--- config.mk ---
export PLATFORM = sky130hd
export DESIGN_NAME = memory_window_decoder_regs
export DESIGN_NICKNAME = d
export VERILOG_FILES = /design/src/sv/mwd_pkg.sv /design/src/sv/mwd_win_store.sv /design/src/sv/mwd_win_cmp.sv /design/src/sv/memory_window_decoder_regs.sv
export SDC_FILE = /design/constraint.sdc
export NUM_CORES = 1
export LEC_CHECK = 0
export BUFFER_PORTS_ARGS = -buffer_cell sky130_fd_sc_hd__buf_2
export CAP_MARGIN = 20
export CELL_PAD_IN_SITES_DETAIL_PLACEMENT = 0
export CELL_PAD_IN_SITES_GLOBAL_PLACEMENT = 1
export CORE_MARGIN = 10
export CORE_UTILIZATION = 45
export DETAILED_ROUTE_END_ITERATION = 8
export PLACE_DENSITY = 0.73
export SLEW_MARGIN = 20
export SYNTH_ARGS = -nofsm -noshare
export SYNTH_HDL_FRONTEND = slang
export SYNTH_SLANG_ARGS = --single-unit
--- constraint.sdc ---
create_clock -name clk_i -period 5.81 [get_ports clk_i]
set_input_delay 0.8715 -clock clk_i [delete_from_list [all_inputs] [get_ports clk_i]]
set_output_delay 0.8715 -clock clk_i [all_outputs]
set_load 0.05 [all_outputs]
--- src/sv/mwd_pkg.sv ---
// shared types, codes and constants of the memory window decoder
package mwd_pkg;

  localparam int unsigned WINDOW_COUNT_DEF = 8;
  localparam logic [7:0]  VERSION_RESET    = 8'd1;
  localparam logic [7:0]  BYTE_IDLE        = 8'hFF;

  // request types
  localparam logic [1:0] REQ_IO_RD  = 2'd0;
  localparam logic [1:0] REQ_IO_WR  = 2'd1;
  localparam logic [1:0] REQ_MEM_RD = 2'd2;
  localparam logic [1:0] REQ_MEM_WR = 2'd3;

  // io ports, address[2:0]
  localparam logic [2:0] PORT_VERSION = 3'd0;
  localparam logic [2:0] PORT_CMD     = 3'd1;
  localparam logic [2:0] PORT_DATA    = 3'd2;

  // command codes
  localparam logic [7:0] CMD_ENABLE   = 8'd0;
  localparam logic [7:0] CMD_WIN_ID   = 8'd1;
  localparam logic [7:0] CMD_BASE     = 8'd2;
  localparam logic [7:0] CMD_LENGTH   = 8'd3;
  localparam logic [7:0] CMD_KIND     = 8'd4;
  localparam logic [7:0] CMD_FLAGS    = 8'd5;
  localparam logic [7:0] CMD_CTRL     = 8'd6;
  localparam logic [7:0] CMD_CTRL_CMD = 8'd7;

  // handler kinds and flag bits
  localparam logic [7:0] KIND_FIRST   = 8'd1;
  localparam logic [7:0] KIND_LAST    = 8'd5;
  localparam logic [2:0] KIND_NONE    = 3'd0;
  localparam logic [1:0] NEED_RD      = 2'b01;
  localparam logic [1:0] NEED_WR      = 2'b10;

  typedef struct packed {
    logic [1:0]  req_type;
    logic [31:0] address;
    logic [7:0]  wdata;
  } in_item_t;

  typedef struct packed {
    logic [7:0] rdata;
    logic       mem_hit;
    logic [2:0] hit_window;
  } out_item_t;

  typedef struct packed {
    logic [31:0] base;
    logic [31:0] length;
    logic [2:0]  kind;
    logic [7:0]  flags;
  } win_t;

  // one bit per window field: write enables or valid marks
  typedef struct packed {
    logic base;
    logic length;
    logic kind;
    logic flags;
  } win_fld_t;

  typedef enum logic [1:0] {
    ST_IDLE,
    ST_IO,
    ST_SCAN,
    ST_DONE
  } state_e;

  function automatic int unsigned idx_w(int unsigned n);
    return (n > 1) ? $clog2(n) : 1;
  endfunction

endpackage

--- src/sv/mwd_win_store.sv ---
// window table memory with one write port, one registered read port and valid marks
module mwd_win_store #(
  parameter int unsigned WindowCount = mwd_pkg::WINDOW_COUNT_DEF
) (
  input  logic                                  clk_i,
  input  logic                                  rst_ni,
  input  mwd_pkg::win_fld_t                     we_i,
  input  logic [mwd_pkg::idx_w(WindowCount)-1:0] waddr_i,
  input  mwd_pkg::win_t                         wdata_i,
  input  logic [mwd_pkg::idx_w(WindowCount)-1:0] raddr_i,
  output mwd_pkg::win_t                         rdata_o
);
  import mwd_pkg::*;

  logic [31:0] base_mem   [WindowCount];
  logic [31:0] length_mem [WindowCount];
  logic [2:0]  kind_mem   [WindowCount];
  logic [7:0]  flags_mem  [WindowCount];

  logic [WindowCount-1:0] base_vld_q, length_vld_q, kind_vld_q, flags_vld_q;
  win_t     rd_q;
  win_fld_t rd_vld_q;

  always_ff @(posedge clk_i) begin
    if (we_i.base) begin
      base_mem[waddr_i] <= wdata_i.base;
    end
    if (we_i.length) begin
      length_mem[waddr_i] <= wdata_i.length;
    end
    if (we_i.kind) begin
      kind_mem[waddr_i] <= wdata_i.kind;
    end
    if (we_i.flags) begin
      flags_mem[waddr_i] <= wdata_i.flags;
    end
    rd_q.base   <= base_mem[raddr_i];
    rd_q.length <= length_mem[raddr_i];
    rd_q.kind   <= kind_mem[raddr_i];
    rd_q.flags  <= flags_mem[raddr_i];
  end

  // entries never written read as zero
  always_ff @(posedge clk_i or negedge rst_ni) begin
    if (!rst_ni) begin
      base_vld_q   <= '0;
      length_vld_q <= '0;
      kind_vld_q   <= '0;
      flags_vld_q  <= '0;
      rd_vld_q     <= '0;
    end else begin
      if (we_i.base) begin
        base_vld_q[waddr_i] <= 1'b1;
      end
      if (we_i.length) begin
        length_vld_q[waddr_i] <= 1'b1;
      end
      if (we_i.kind) begin
        kind_vld_q[waddr_i] <= 1'b1;
      end
      if (we_i.flags) begin
        flags_vld_q[waddr_i] <= 1'b1;
      end
      rd_vld_q.base   <= base_vld_q[raddr_i];
      rd_vld_q.length <= length_vld_q[raddr_i];
      rd_vld_q.kind   <= kind_vld_q[raddr_i];
      rd_vld_q.flags  <= flags_vld_q[raddr_i];
    end
  end

  assign rdata_o.base   = rd_vld_q.base   ? rd_q.base   : '0;
  assign rdata_o.length = rd_vld_q.length ? rd_q.length : '0;
  assign rdata_o.kind   = rd_vld_q.kind   ? rd_q.kind   : KIND_NONE;
  assign rdata_o.flags  = rd_vld_q.flags  ? rd_q.flags  : '0;

endmodule

--- src/sv/mwd_win_cmp.sv ---
// window match unit shared by every step of the memory scan
module mwd_win_cmp (
  input  logic [31:0]   addr_i,
  input  mwd_pkg::win_t win_i,
  input  logic [1:0]    need_i,
  output logic          claim_o
);
  import mwd_pkg::*;

  logic [31:0] win_end;
  logic        covered;

  // end wraps modulo 2^32, so a never written length gives base-1
  assign win_end = win_i.base + win_i.length - 32'd1;
  assign covered = (addr_i >= win_i.base) && (addr_i <= win_end);
  assign claim_o = covered && (win_i.kind != KIND_NONE) && ((win_i.flags[1:0] & need_i) != 2'b00);

endmodule

--- src/sv/memory_window_decoder_regs.sv ---
// top level: io register file, window scan sequencer and result register
//
// Input channel in_valid_i / in_stall_o carries one request (io read, io
// write, memory read or memory write); it is taken when valid is high and
// stall is low. Output channel out_valid_o / out_stall_i returns exactly one
// result per request, in order. The version byte is written over the
// cfg_valid_i / cfg_ready_o channel, which is always ready.
// An io request passes through ST_IO, which uses the window entry read at
// the selected window, and ST_DONE, which hands the result over.
// A memory request scans the window table one entry a clock through the
// single read port of the table memory and the shared match unit; it ends
// at the first window that claims the address or after the last window.
// One request is in work at a time; in_stall_o is high while it is, so the
// next request is taken at best in the cycle the previous result shows.
// When the receiver stalls, the finished result waits in the output register
// and the block holds the next result until it frees. Reset clears the
// control registers but not the request and result data; the window table
// reads as zero and the version byte returns to 1. No clearing pass is needed.
module memory_window_decoder_regs #(
  parameter int unsigned WindowCount = mwd_pkg::WINDOW_COUNT_DEF
) (
  input  logic               clk_i,
  input  logic               rst_ni,
  input  logic               in_valid_i,
  output logic               in_stall_o,
  input  mwd_pkg::in_item_t  in_data_i,
  output logic               out_valid_o,
  input  logic               out_stall_i,
  output mwd_pkg::out_item_t out_data_o,
  input  logic               cfg_valid_i,
  output logic               cfg_ready_o,
  input  logic [7:0]         cfg_data_i
);
  import mwd_pkg::*;

  localparam int unsigned IdxW = idx_w(WindowCount);
  localparam logic [IdxW-1:0] LastIdx = IdxW'(WindowCount - 1);
  localparam logic [7:0] LastIdxByte = 8'(WindowCount - 1);

  state_e      state_q, state_d;
  in_item_t    req_q, req_d;
  logic [IdxW-1:0] cnt_q, cnt_d;
  logic        chk_q, chk_d;
  logic [IdxW-1:0] chk_idx_q, chk_idx_d;
  out_item_t   res_q, res_d;
  logic        out_valid_q, out_valid_d;
  out_item_t   out_data_q, out_data_d;

  logic [7:0]      version_q;
  logic [7:0]      cmd_q, cmd_d;
  logic [IdxW-1:0] win_sel_q, win_sel_d;
  logic [31:0]     long_q, long_d;
  logic            genable_q, genable_d;
  logic [7:0]      hcmd_q, hcmd_d;

  win_fld_t    win_we;
  win_t        win_wdata;
  win_t        win_rd;
  logic [IdxW-1:0] raddr;
  logic [1:0]  need;
  logic        claim;
  logic [2:0]  port;
  logic [4:0]  byte_sh;

  mwd_win_store #(
    .WindowCount(WindowCount)
  ) u_store (
    .clk_i  (clk_i),
    .rst_ni (rst_ni),
    .we_i   (win_we),
    .waddr_i(win_sel_q),
    .wdata_i(win_wdata),
    .raddr_i(raddr),
    .rdata_o(win_rd)
  );

  mwd_win_cmp u_cmp (
    .addr_i (req_q.address),
    .win_i  (win_rd),
    .need_i (need),
    .claim_o(claim)
  );

  // outside a scan the read port follows the selected window, so its entry
  // is ready in the cycle after an io request is taken
  assign raddr   = (state_q == ST_SCAN) ? cnt_q : win_sel_q;
  assign need    = (req_q.req_type == REQ_MEM_RD) ? NEED_RD : NEED_WR;
  assign port    = req_q.address[2:0];
  assign byte_sh = {req_q.address[1:0], 3'b000};

  assign win_wdata.base   = long_q;
  assign win_wdata.length = (long_q == 32'd0) ? 32'd1 : long_q;
  assign win_wdata.kind   = ((req_q.wdata >= KIND_FIRST) && (req_q.wdata <= KIND_LAST)) ?
                            req_q.wdata[2:0] : KIND_NONE;
  assign win_wdata.flags  = req_q.wdata;

  assign cfg_ready_o = 1'b1;
  assign in_stall_o  = (state_q != ST_IDLE);
  assign out_valid_o = out_valid_q;
  assign out_data_o  = out_data_q;

  always_comb begin
    state_d     = state_q;
    req_d       = req_q;
    cnt_d       = cnt_q;
    chk_d       = (state_q == ST_SCAN);
    chk_idx_d   = cnt_q;
    res_d       = res_q;
    out_valid_d = out_valid_q;
    out_data_d  = out_data_q;
    cmd_d       = cmd_q;
    win_sel_d   = win_sel_q;
    long_d      = long_q;
    genable_d   = genable_q;
    hcmd_d      = hcmd_q;
    win_we      = '0;

    if (out_valid_q && !out_stall_i) begin
      out_valid_d = 1'b0;
    end

    unique case (state_q)
      ST_IDLE: begin
        if (in_valid_i) begin
          req_d   = in_data_i;
          cnt_d   = '0;
          state_d = in_data_i.req_type[1] ? ST_SCAN : ST_IO;
        end
      end
      ST_IO: begin
        res_d.rdata      = BYTE_IDLE;
        res_d.mem_hit    = 1'b0;
        res_d.hit_window = 3'd0;
        if (req_q.req_type == REQ_IO_RD) begin
          if (port == PORT_VERSION) begin
            res_d.rdata = version_q;
          end else if (port == PORT_CMD) begin
            unique case (cmd_q)
              CMD_ENABLE:   res_d.rdata = {7'd0, genable_q};
              CMD_WIN_ID:   res_d.rdata = 8'(win_sel_q);
              CMD_BASE:     long_d = win_rd.base;
              CMD_LENGTH:   long_d = win_rd.length;
              CMD_KIND:     res_d.rdata = {5'd0, win_rd.kind};
              CMD_FLAGS:    res_d.rdata = win_rd.flags;
              CMD_CTRL_CMD: res_d.rdata = hcmd_q;
              default:      res_d.rdata = BYTE_IDLE;
            endcase
          end else if (port[2]) begin
            res_d.rdata = long_q[byte_sh +: 8];
          end
        end else begin
          if (port == PORT_CMD) begin
            cmd_d = req_q.wdata;
          end else if (port == PORT_DATA) begin
            unique case (cmd_q)
              CMD_ENABLE:   genable_d = (req_q.wdata != 8'd0);
              CMD_WIN_ID:   win_sel_d = (req_q.wdata > LastIdxByte) ? LastIdx :
                                        IdxW'(req_q.wdata);
              CMD_BASE:     win_we.base = 1'b1;
              CMD_LENGTH:   win_we.length = 1'b1;
              CMD_KIND:     win_we.kind = 1'b1;
              CMD_FLAGS:    win_we.flags = 1'b1;
              CMD_CTRL_CMD: hcmd_d = req_q.wdata;
              default:      hcmd_d = hcmd_q;
            endcase
          end else if (port[2]) begin
            long_d[byte_sh +: 8] = req_q.wdata;
          end
        end
        state_d = ST_DONE;
      end
      ST_SCAN: begin
        if (cnt_q != LastIdx) begin
          cnt_d = IdxW'(cnt_q + 1'b1);
        end
        // match unit sees the entry read in the previous cycle
        if (chk_q) begin
          res_d.rdata      = BYTE_IDLE;
          res_d.mem_hit    = 1'b0;
          res_d.hit_window = 3'd0;
          if (claim) begin
            res_d.mem_hit    = 1'b1;
            res_d.hit_window = 3'(chk_idx_q);
            state_d          = ST_DONE;
          end else if (chk_idx_q == LastIdx) begin
            state_d = ST_DONE;
          end
        end
      end
      ST_DONE: begin
        if (!out_valid_q || !out_stall_i) begin
          out_valid_d = 1'b1;
          out_data_d  = res_q;
          state_d     = ST_IDLE;
        end
      end
      default: state_d = ST_IDLE;
    endcase
  end

  always_ff @(posedge clk_i or negedge rst_ni) begin
    if (!rst_ni) begin
      state_q     <= ST_IDLE;
      cnt_q       <= '0;
      chk_q       <= 1'b0;
      chk_idx_q   <= '0;
      out_valid_q <= 1'b0;
      version_q   <= VERSION_RESET;
      cmd_q       <= '0;
      win_sel_q   <= '0;
      long_q      <= '0;
      genable_q   <= 1'b0;
      hcmd_q      <= '0;
    end else begin
      state_q     <= state_d;
      cnt_q       <= cnt_d;
      chk_q       <= chk_d;
      chk_idx_q   <= chk_idx_d;
      out_valid_q <= out_valid_d;
      cmd_q       <= cmd_d;
      win_sel_q   <= win_sel_d;
      long_q      <= long_d;
      genable_q   <= genable_d;
      hcmd_q      <= hcmd_d;
      if (cfg_valid_i && cfg_ready_o) begin
        version_q <= cfg_data_i;
      end
    end
  end

  always_ff @(posedge clk_i) begin
    req_q      <= req_d;
    res_q      <= res_d;
    out_data_q <= out_data_d;
  end

  a_sel_in_range: assert property (@(posedge clk_i) disable iff (!rst_ni)
    win_sel_q <= LastIdx)
    else $error("selected window out of range");

  a_scan_in_range: assert property (@(posedge clk_i) disable iff (!rst_ni)
    (state_q == ST_SCAN) |-> (cnt_q <= LastIdx) && (chk_idx_q <= LastIdx))
    else $error("scan index out of range");

  a_result_from_done: assert property (@(posedge clk_i) disable iff (!rst_ni)
    $rose(out_valid_o) |-> ($past(state_q) == ST_DONE))
    else $error("result shown without finishing a transaction");

  a_hit_no_rdata: assert property (@(posedge clk_i) disable iff (!rst_ni)
    (out_valid_o && out_data_o.mem_hit) |-> (out_data_o.rdata == BYTE_IDLE))
    else $error("memory hit carries io read data");

  a_miss_no_index: assert property (@(posedge clk_i) disable iff (!rst_ni)
    (out_valid_o && !out_data_o.mem_hit) |-> (out_data_o.hit_window == 3'd0))
    else $error("window index without a hit");

endmodule

* Word level (Yosys, flattened, before mapping)
Memory sizes are Yosys's and may differ from the RTL's. A register that Yosys moved wholly into a read port is not among the register bits. Cells that the tools add are included.
Word-level totals: flip-flop bits (word level) 172, RAM bits 600, input bits 55, output and inout bits 15, word-level logic and storage cells 173, memories kept 4
Cells by class: add/subtract/negate cells 4, order comparisons 8, equal/unequal tests 24, shifts and indexed selects 3, mux-type cells 64, bitwise logic cells 7, reduce and logical (&&, ||, !) cells 31
Memory list:
- u_store.base_mem | depth 8, bits a word 32, rd ports 1, clocked after memory_dff 1, wr ports 1, line mwd_win_store.sv:15 | logic [31:0] base_mem [WindowCount];
- u_store.length_mem | depth 8, bits a word 32, rd ports 1, clocked after memory_dff 1, wr ports 1, line mwd_win_store.sv:16 | logic [31:0] length_mem [WindowCount];
- u_store.flags_mem | depth 8, bits a word 8, rd ports 1, clocked after memory_dff 1, wr ports 1, line mwd_win_store.sv:18 | logic [7:0] flags_mem [WindowCount];
- u_store.kind_mem | depth 8, bits a word 3, rd ports 1, clocked after memory_dff 1, wr ports 1, line mwd_win_store.sv:17 | logic [2:0] kind_mem [WindowCount];
Operators by type and width (count):
- two-way mux 32 bit | 9
- one-hot mux 32 bit (2 select lines) | 1
- two-way mux 8 bit | 5
- one-hot mux 8 bit (5 select lines) | 1
- adder 32 bit | 1
- bitwise mux 32 bit | 1
- >= comparator 32 bit | 1
- <= comparator 32 bit | 1
- zero test 32 bit | 1
- bitwise OR 8 bit | 4
- variable shift 8 x 7 -> 32 bit, first input constant | 1
- indexed part select 32 x 6 -> 8 bit | 1
- indexed part select 8 x 7 -> 32 bit | 1
- subtractor 32 x 1 -> 32 bit, second input constant | 1
- == test 8 x 3 -> 1 bit, second input constant | 3
- one-hot mux 12 bit (2 select lines) | 1
- two-way mux 1 bit | 20
- two-way mux 4 bit | 5
- two-way mux 3 bit | 6
- == test 8 x 2 -> 1 bit, second input constant | 2
- AND reduction 5 bit | 3
- two-way mux 2 bit | 7
- binary-select mux 1 bit (select 3 bit) | 4
- two-way mux 12 bit | 1
- other kinds (36) | 60

* Logic depth before layout (Yosys ltp)
depth after elaboration 10, gate-level depth with buffers 26, depth with buffers taken out 23

* Cells and area by module
A second synthesis with hierarchy kept.
Second synthesis, totals: cell total of the unflattened synthesis 2236, area, all modules 36799.0 µm²
Modules (own cells, without submodules):
- mwd_win_store | instances 1, cells an instance 1161, area each 26118.8 µm², sequential area each 20419.6 µm²
- memory_window_decoder_regs | instances 1, cells an instance 530, area each 6703.9 µm², sequential area each 3734.8 µm²
- mwd_win_cmp | instances 1, cells an instance 545, area each 3976.3 µm², sequential area each 0.0 µm²

* Worst setup path after synthesis
No wires, ideal clock.
path type reg2reg, start register u_store.rd_vld_q[2] (netlist bit), end register state_q[0], library setup time 125 ps, arrival time 5083 ps, path slack 603 ps, cell stages (with the launch flop) 27, buffers on the path 3, path through dfrtp_1 -> buf_2 -> buf_2 -> buf_1 -> nand2_1 -> ha_1 -> inv_1 -> ha_1 -> inv_1 -> fa_1 -> nor2b_1 -> o31a_1 -> o41ai_1 -> o211ai_1 -> nand2_1 -> o21ai_1 -> a2111oi_0 -> nor3_1 -> ha_1 -> a211o_1 -> o211ai_1 -> a21oi_1 -> nor4_1 -> o22ai_1 -> a221oi_2 -> o21ai_1 -> mux2_2
Between the ends: cells in the longest elaborated chain, start to end 10, elaborated cells on any way between the ends 12, classes of those cells add/sub: 2; order compare: 1; eq/ne: 1; mux: 4; reduce/logical: 4
RTL lines:
- start: declaration | line mwd_win_store.sv:22 | win_fld_t rd_vld_q;
- two-way mux 32 bit * | line mwd_win_store.sv:72 | assign rdata_o.length = rd_vld_q.length ? rd_q.length : '0;
- adder 32 bit * | line mwd_win_cmp.sv:14 | assign win_end = win_i.base + win_i.length - 32'd1;
- subtractor 32 x 1 -> 32 bit * | line mwd_win_cmp.sv:14
- <= comparator 32 bit * | line mwd_win_cmp.sv:15 | assign covered = (addr_i >= win_i.base) && (addr_i <= win_end);
- logical AND 1 bit * | line mwd_win_cmp.sv:15
- logical AND 1 bit * (2 in series) | line mwd_win_cmp.sv:16 | assign claim_o = covered && (win_i.kind != KIND_NONE) && ((win_i.flags[1:0] & need_i) != 2'b00);
- two-way mux 2 bit | line memory_window_decoder_regs.sv:181 | if (claim) begin
- two-way mux 2 bit | line memory_window_decoder_regs.sv:177 | if (chk_q) begin
- one-hot mux 2 bit (4 select lines) | line memory_window_decoder_regs.sv:122 | unique case (state_q)
- end signal: assignment | line memory_window_decoder_regs.sv:215 | state_q <= state_d;
- end: declaration | line memory_window_decoder_regs.sv:40 | state_e state_q, state_d;
Every way passes the cells marked *; elsewhere a longest branch is shown, timed or not. The select of a mux whose other input is x is not followed. A chain may end at the register's enable or synchronous reset.

* Final worst setup path
start register u_store.rd_vld_q[3] (netlist bit), end register state_q[1]
Between the ends: cells in the longest elaborated chain, start to end 10, elaborated cells on any way between the ends 13, classes of those cells add/sub: 2; order compare: 2; eq/ne: 1; mux: 4; reduce/logical: 4
RTL lines:
- two-way mux 32 bit * | line mwd_win_store.sv:71 | assign rdata_o.base = rd_vld_q.base ? rd_q.base : '0;
- adder 32 bit | line mwd_win_cmp.sv:14
- subtractor 32 x 1 -> 32 bit | line mwd_win_cmp.sv:14
- <= comparator 32 bit | line mwd_win_cmp.sv:15
- logical AND 1 bit * | line mwd_win_cmp.sv:15
- logical AND 1 bit * (2 in series) | line mwd_win_cmp.sv:16
- two-way mux 2 bit | line memory_window_decoder_regs.sv:181
- two-way mux 2 bit | line memory_window_decoder_regs.sv:177
- one-hot mux 2 bit (4 select lines) | line memory_window_decoder_regs.sv:122
Marks and branches as above.

==> flow_metrics.py <==
metrics = {
    "route": {
        "firstDrtPassIters": 6,
        "drt-vias-per-instance": 5.84,
        "drt-wirelength-per-cell_um": 26.1,
        "antenna_left": 0,
        "drc": 0,
        "finalWirelength_um": 88900,
        "vias": 19843,
        "drt_iter0_markers": 1874,
    },
    "critical_path": {
        "cp_max_fo": 11,
        "crit_type": "flop to flop",
        "cp.arrival_ps": 6000,
        "critPathMaxStageDelay_ps": 440,
        "crit_slowest_cell": "dfrtp_2",
        "start_kind": "flop",
        "cp_cell_sequence": "buf_4 > nand2_1 > ha_1 > inv_1 > ha_1 > nor2b_1 > o31a_1 > o41ai_2 > o211ai_1 > nand2_1 > o21ai_1 > a2111oi_1 > nor3_1 > ha_1 > a211o_1 > o211ai_1 > a21oi_1 > nor4_1 > o22ai_1 > a221oi_4 > buf_12 > o21ai_1 > mux2_2",
        "critPathBufInv": 3,
        "crit_top_cell": "ha_1",
        "cp-end-kind": "flop",
        "worst_ep_required_time_ps": 6340,
        "crit_family": "compound AO/OA/AOI/OAI gates",
    },
    "synthesis": {
        "syn_area_per_cell_um2": 16.3,
        "syn-cell-area_um2": 35900,
        "syn-instance-count": 2206,
        "synth_area_leader_cell": "edfxtp_1",
        "synth_fp_nets": 2399,
        "synthDistinctLibCells": 76,
        "synth_seq_cells": 847,
        "synth_top_cell_area_share_pct": 55.7,
        "synth-edff-count": 666,
        "async_flop_share_pct": 12.5,
        "ys_warn_count": 0,
        "ys_seq_area_share_pct": 67.2,
        "synthTopCellsByArea": "edfxtp_1, mux4_2, dfrtp_1",
        "synthFlopType": "edfxtp_1",
    },
    "power": {
        "p_comb_share_pct": 31.9,
        "clock_power_share_pct": 27.3,
        "p_switching_w": 0.00659,
        "seqPwrFrac_pct": 40.7,
        "p_per_area_nw_per_um2": 484,
        "total_power_w": 0.0195,
        "swShare_pct": 33.8,
        "vdd_drop_max_uv": 287,
        "leakage_nw": 15.1,
        "p_int_w": 0.0129,
    },
    "cells_and_area": {
        "layout_common_cells": "edfxtp_1, mux4_2, nand2_1",
        "final_nets": 2471,
        "antennaDiodeCount": 0,
        "final_common_cell": "edfxtp_1",
        "area_growth_pct": 12.3,
        "drive_gt1_share_pct": 25.8,
    },
    "global_route": {
        "grt_pass1_wl_um": 132000,
        "grt_max_degree": 68,
        "grtUsageTotal_pct": 19.4,
        "antenna_found_initial": 7,
        "grt_overflow": 0,
        "grt_pass1_vias": 20173,
    },
    "placement": {
        "routabilityCongestion": 0.864,
        "hpwl_um": 57300,
        "portBuffers": 68,
        "dp_worst_setup_slack_ps": -0.497,
    },
    "floorplanning": {
        "dieWidth_um": 303,
        "rows": 103,
        "die_height_um": 303,
        "initial_core_util_pct": 45.5,
        "core_area_um2": 79000,
        "die-area_um2": 91500,
        "pin_count": 70,
    },
    "clock_tree": {
        "cts.reportedPaths.clkPinSlew_ps": 70,
        "cts_max_path_buffers": 3,
        "numCtsBuffers": 85,
        "h-tree-depth": 3,
        "clk_latency_ps": 660,
        "cts_sinks": 847,
        "holdBufCountCts": 0,
        "cts_tree": "done",
        "cts-root-buf": "clkbuf_16",
    },
    "timing": {
        "skew_ps": 50.9,
        "tns_ps": 0,
        "worst_slew_pin_slew_ps": 1080,
        "final.setup.worst_slack_ps": 341,
        "period_share_pct": 94.1,
        "report.final.slew_viol_count": 0,
        "hold_viol_final": 0,
        "max_freq_mhz": 183,
        "min_period_ps": 5470,
        "max_slew_margin_pct": 27.6,
        "finalSetupViolCount": 0,
    },
    "outcome": {
        "status": "complete, no violations",
    },
    "min_path": {
        "min_path_type": "input pin to asynchronous set/reset pin",
    },
    "flow_run": {
        "maxCapViolations": 0,
    },
}
-- per-stage QoR --
stage / utilization [%] / hold slack [ps] / cell area [µm²] / std cells
after CTS: 51.0 / 363 / 40300 / 3398
final: 51.1 / 173 / 40400 / 3400
after global routing: 51.1 / 178 / 40400 / 3400
after floorplan: - / 400 / 35900 / 2206
after global placement: 47.5 / 408 / 37500 / 3238
after detailed placement: 47.5 / 407 / 37500 / 3239
-- synthesized netlist by cell type, drive strengths merged (3+ instances only) --
master	n
nand4	14
mux4	166
buf	58
mux2	107
a21oi	48
dfxtp	75
nand2b	7
o21bai	4
and4	4
dfrtp	105
a211o	3
nand4b	3
a221oi	5
a22oi	42
o21a	3
or2	37
or3	5
a21o	21
nor2b	10
nand2	151
mux2i	7
edfxtp	666
nor2	80
o21ai	112
and3	10
nand3	48
a31oi	7
and2	8
nand3b	4
clkbuf	65
nor4	11
a2111oi	3
nor3	19
o211ai	10
a211oi	8
ha	137
xnor2	7
inv	86
xor2	17
-- logic make-up (layout without fill, tap and decap cells) --
group	count (synthesis)	count (layout)	share of synthesized area, %
DFF	847	847	67.2
and+or+nand+nor	418	418	5.61
AOI/OAI and AO/OA	288	288	5.25
muxes	280	280	14.0
buffers and inverters	210	354	2.52
adders and majority gates	138	138	4.83
xor gates and xnor gates	24	24	0.585
other	1	1	0.0104
-- power by group through the flow --
stage          clock [W]  sequential, W  combinational, W
4_1_cts          0.00543        0.00792           0.00622
3_5_place_dp           0        0.00805           0.00617
3_3_place_gp           0        0.00803           0.00608
5_1_grt          0.00567        0.00799           0.00692
2_1_floorplan          0        0.00767           0.00459
6_report         0.00533        0.00795           0.00624
-- what timing repair did --
action | CTS | global route
pin swaps | 0 | 1
setup buffers | 0 | 1
gates resized for setup | 1 | 5
endpoints found under the setup margin | 2 | 6
-- per-layer routing --
| metal | vias up | GRT usage [%] | wire, µm |
|---|---|---|---|
| li1 | 8680 | - | - |
| met1 | 10226 | 26.7 | 37600 |
| met2 | 768 | 30.2 | 41400 |
| met3 | 165 | 4.72 | 7370 |
| met4 | 4 | 6.26 | 2500 |
| met5 | - | 0 | 26 |
-- registers in the layout, indices dropped and copies added (netlist names), 12 cells and up --
name	cells
long_q	32
res_q	12
u_store.flags_mem	64
u_store.length_mem	256
u_store.rd_q	75
u_store.kind_mem	24
req_q	39
u_store.base_mem	256
out_data_o	12
-- final timing paths --
check	startpoint	to	slack, ps	cells past startpoint
min reg2reg	res_q[0]	out_data_o[0]	420	0
max in group asynchronous	rst_ni	long_q[19]	4640	2
max reg2reg	u_store.rd_vld_q[3]	state_q[1]	340	23
min	rst_ni	out_valid_o	170	1
max	u_store.rd_vld_q[3]	state_q[1]	340	23
min in group clk_i	in_data_i[30]	req_q[30]	390	1
-- layout make-up --
type                    instances  area, µm²
multi-input cells            1149      11100
flip-flops and latches        847      24200
repair buffers                108        746
fillers                      6409      38600
well taps                    1050       1310
clock inverters                57        522
inverters                      87        327
clock buffers                 102       2220
Power figures use the tool's default switching activity.
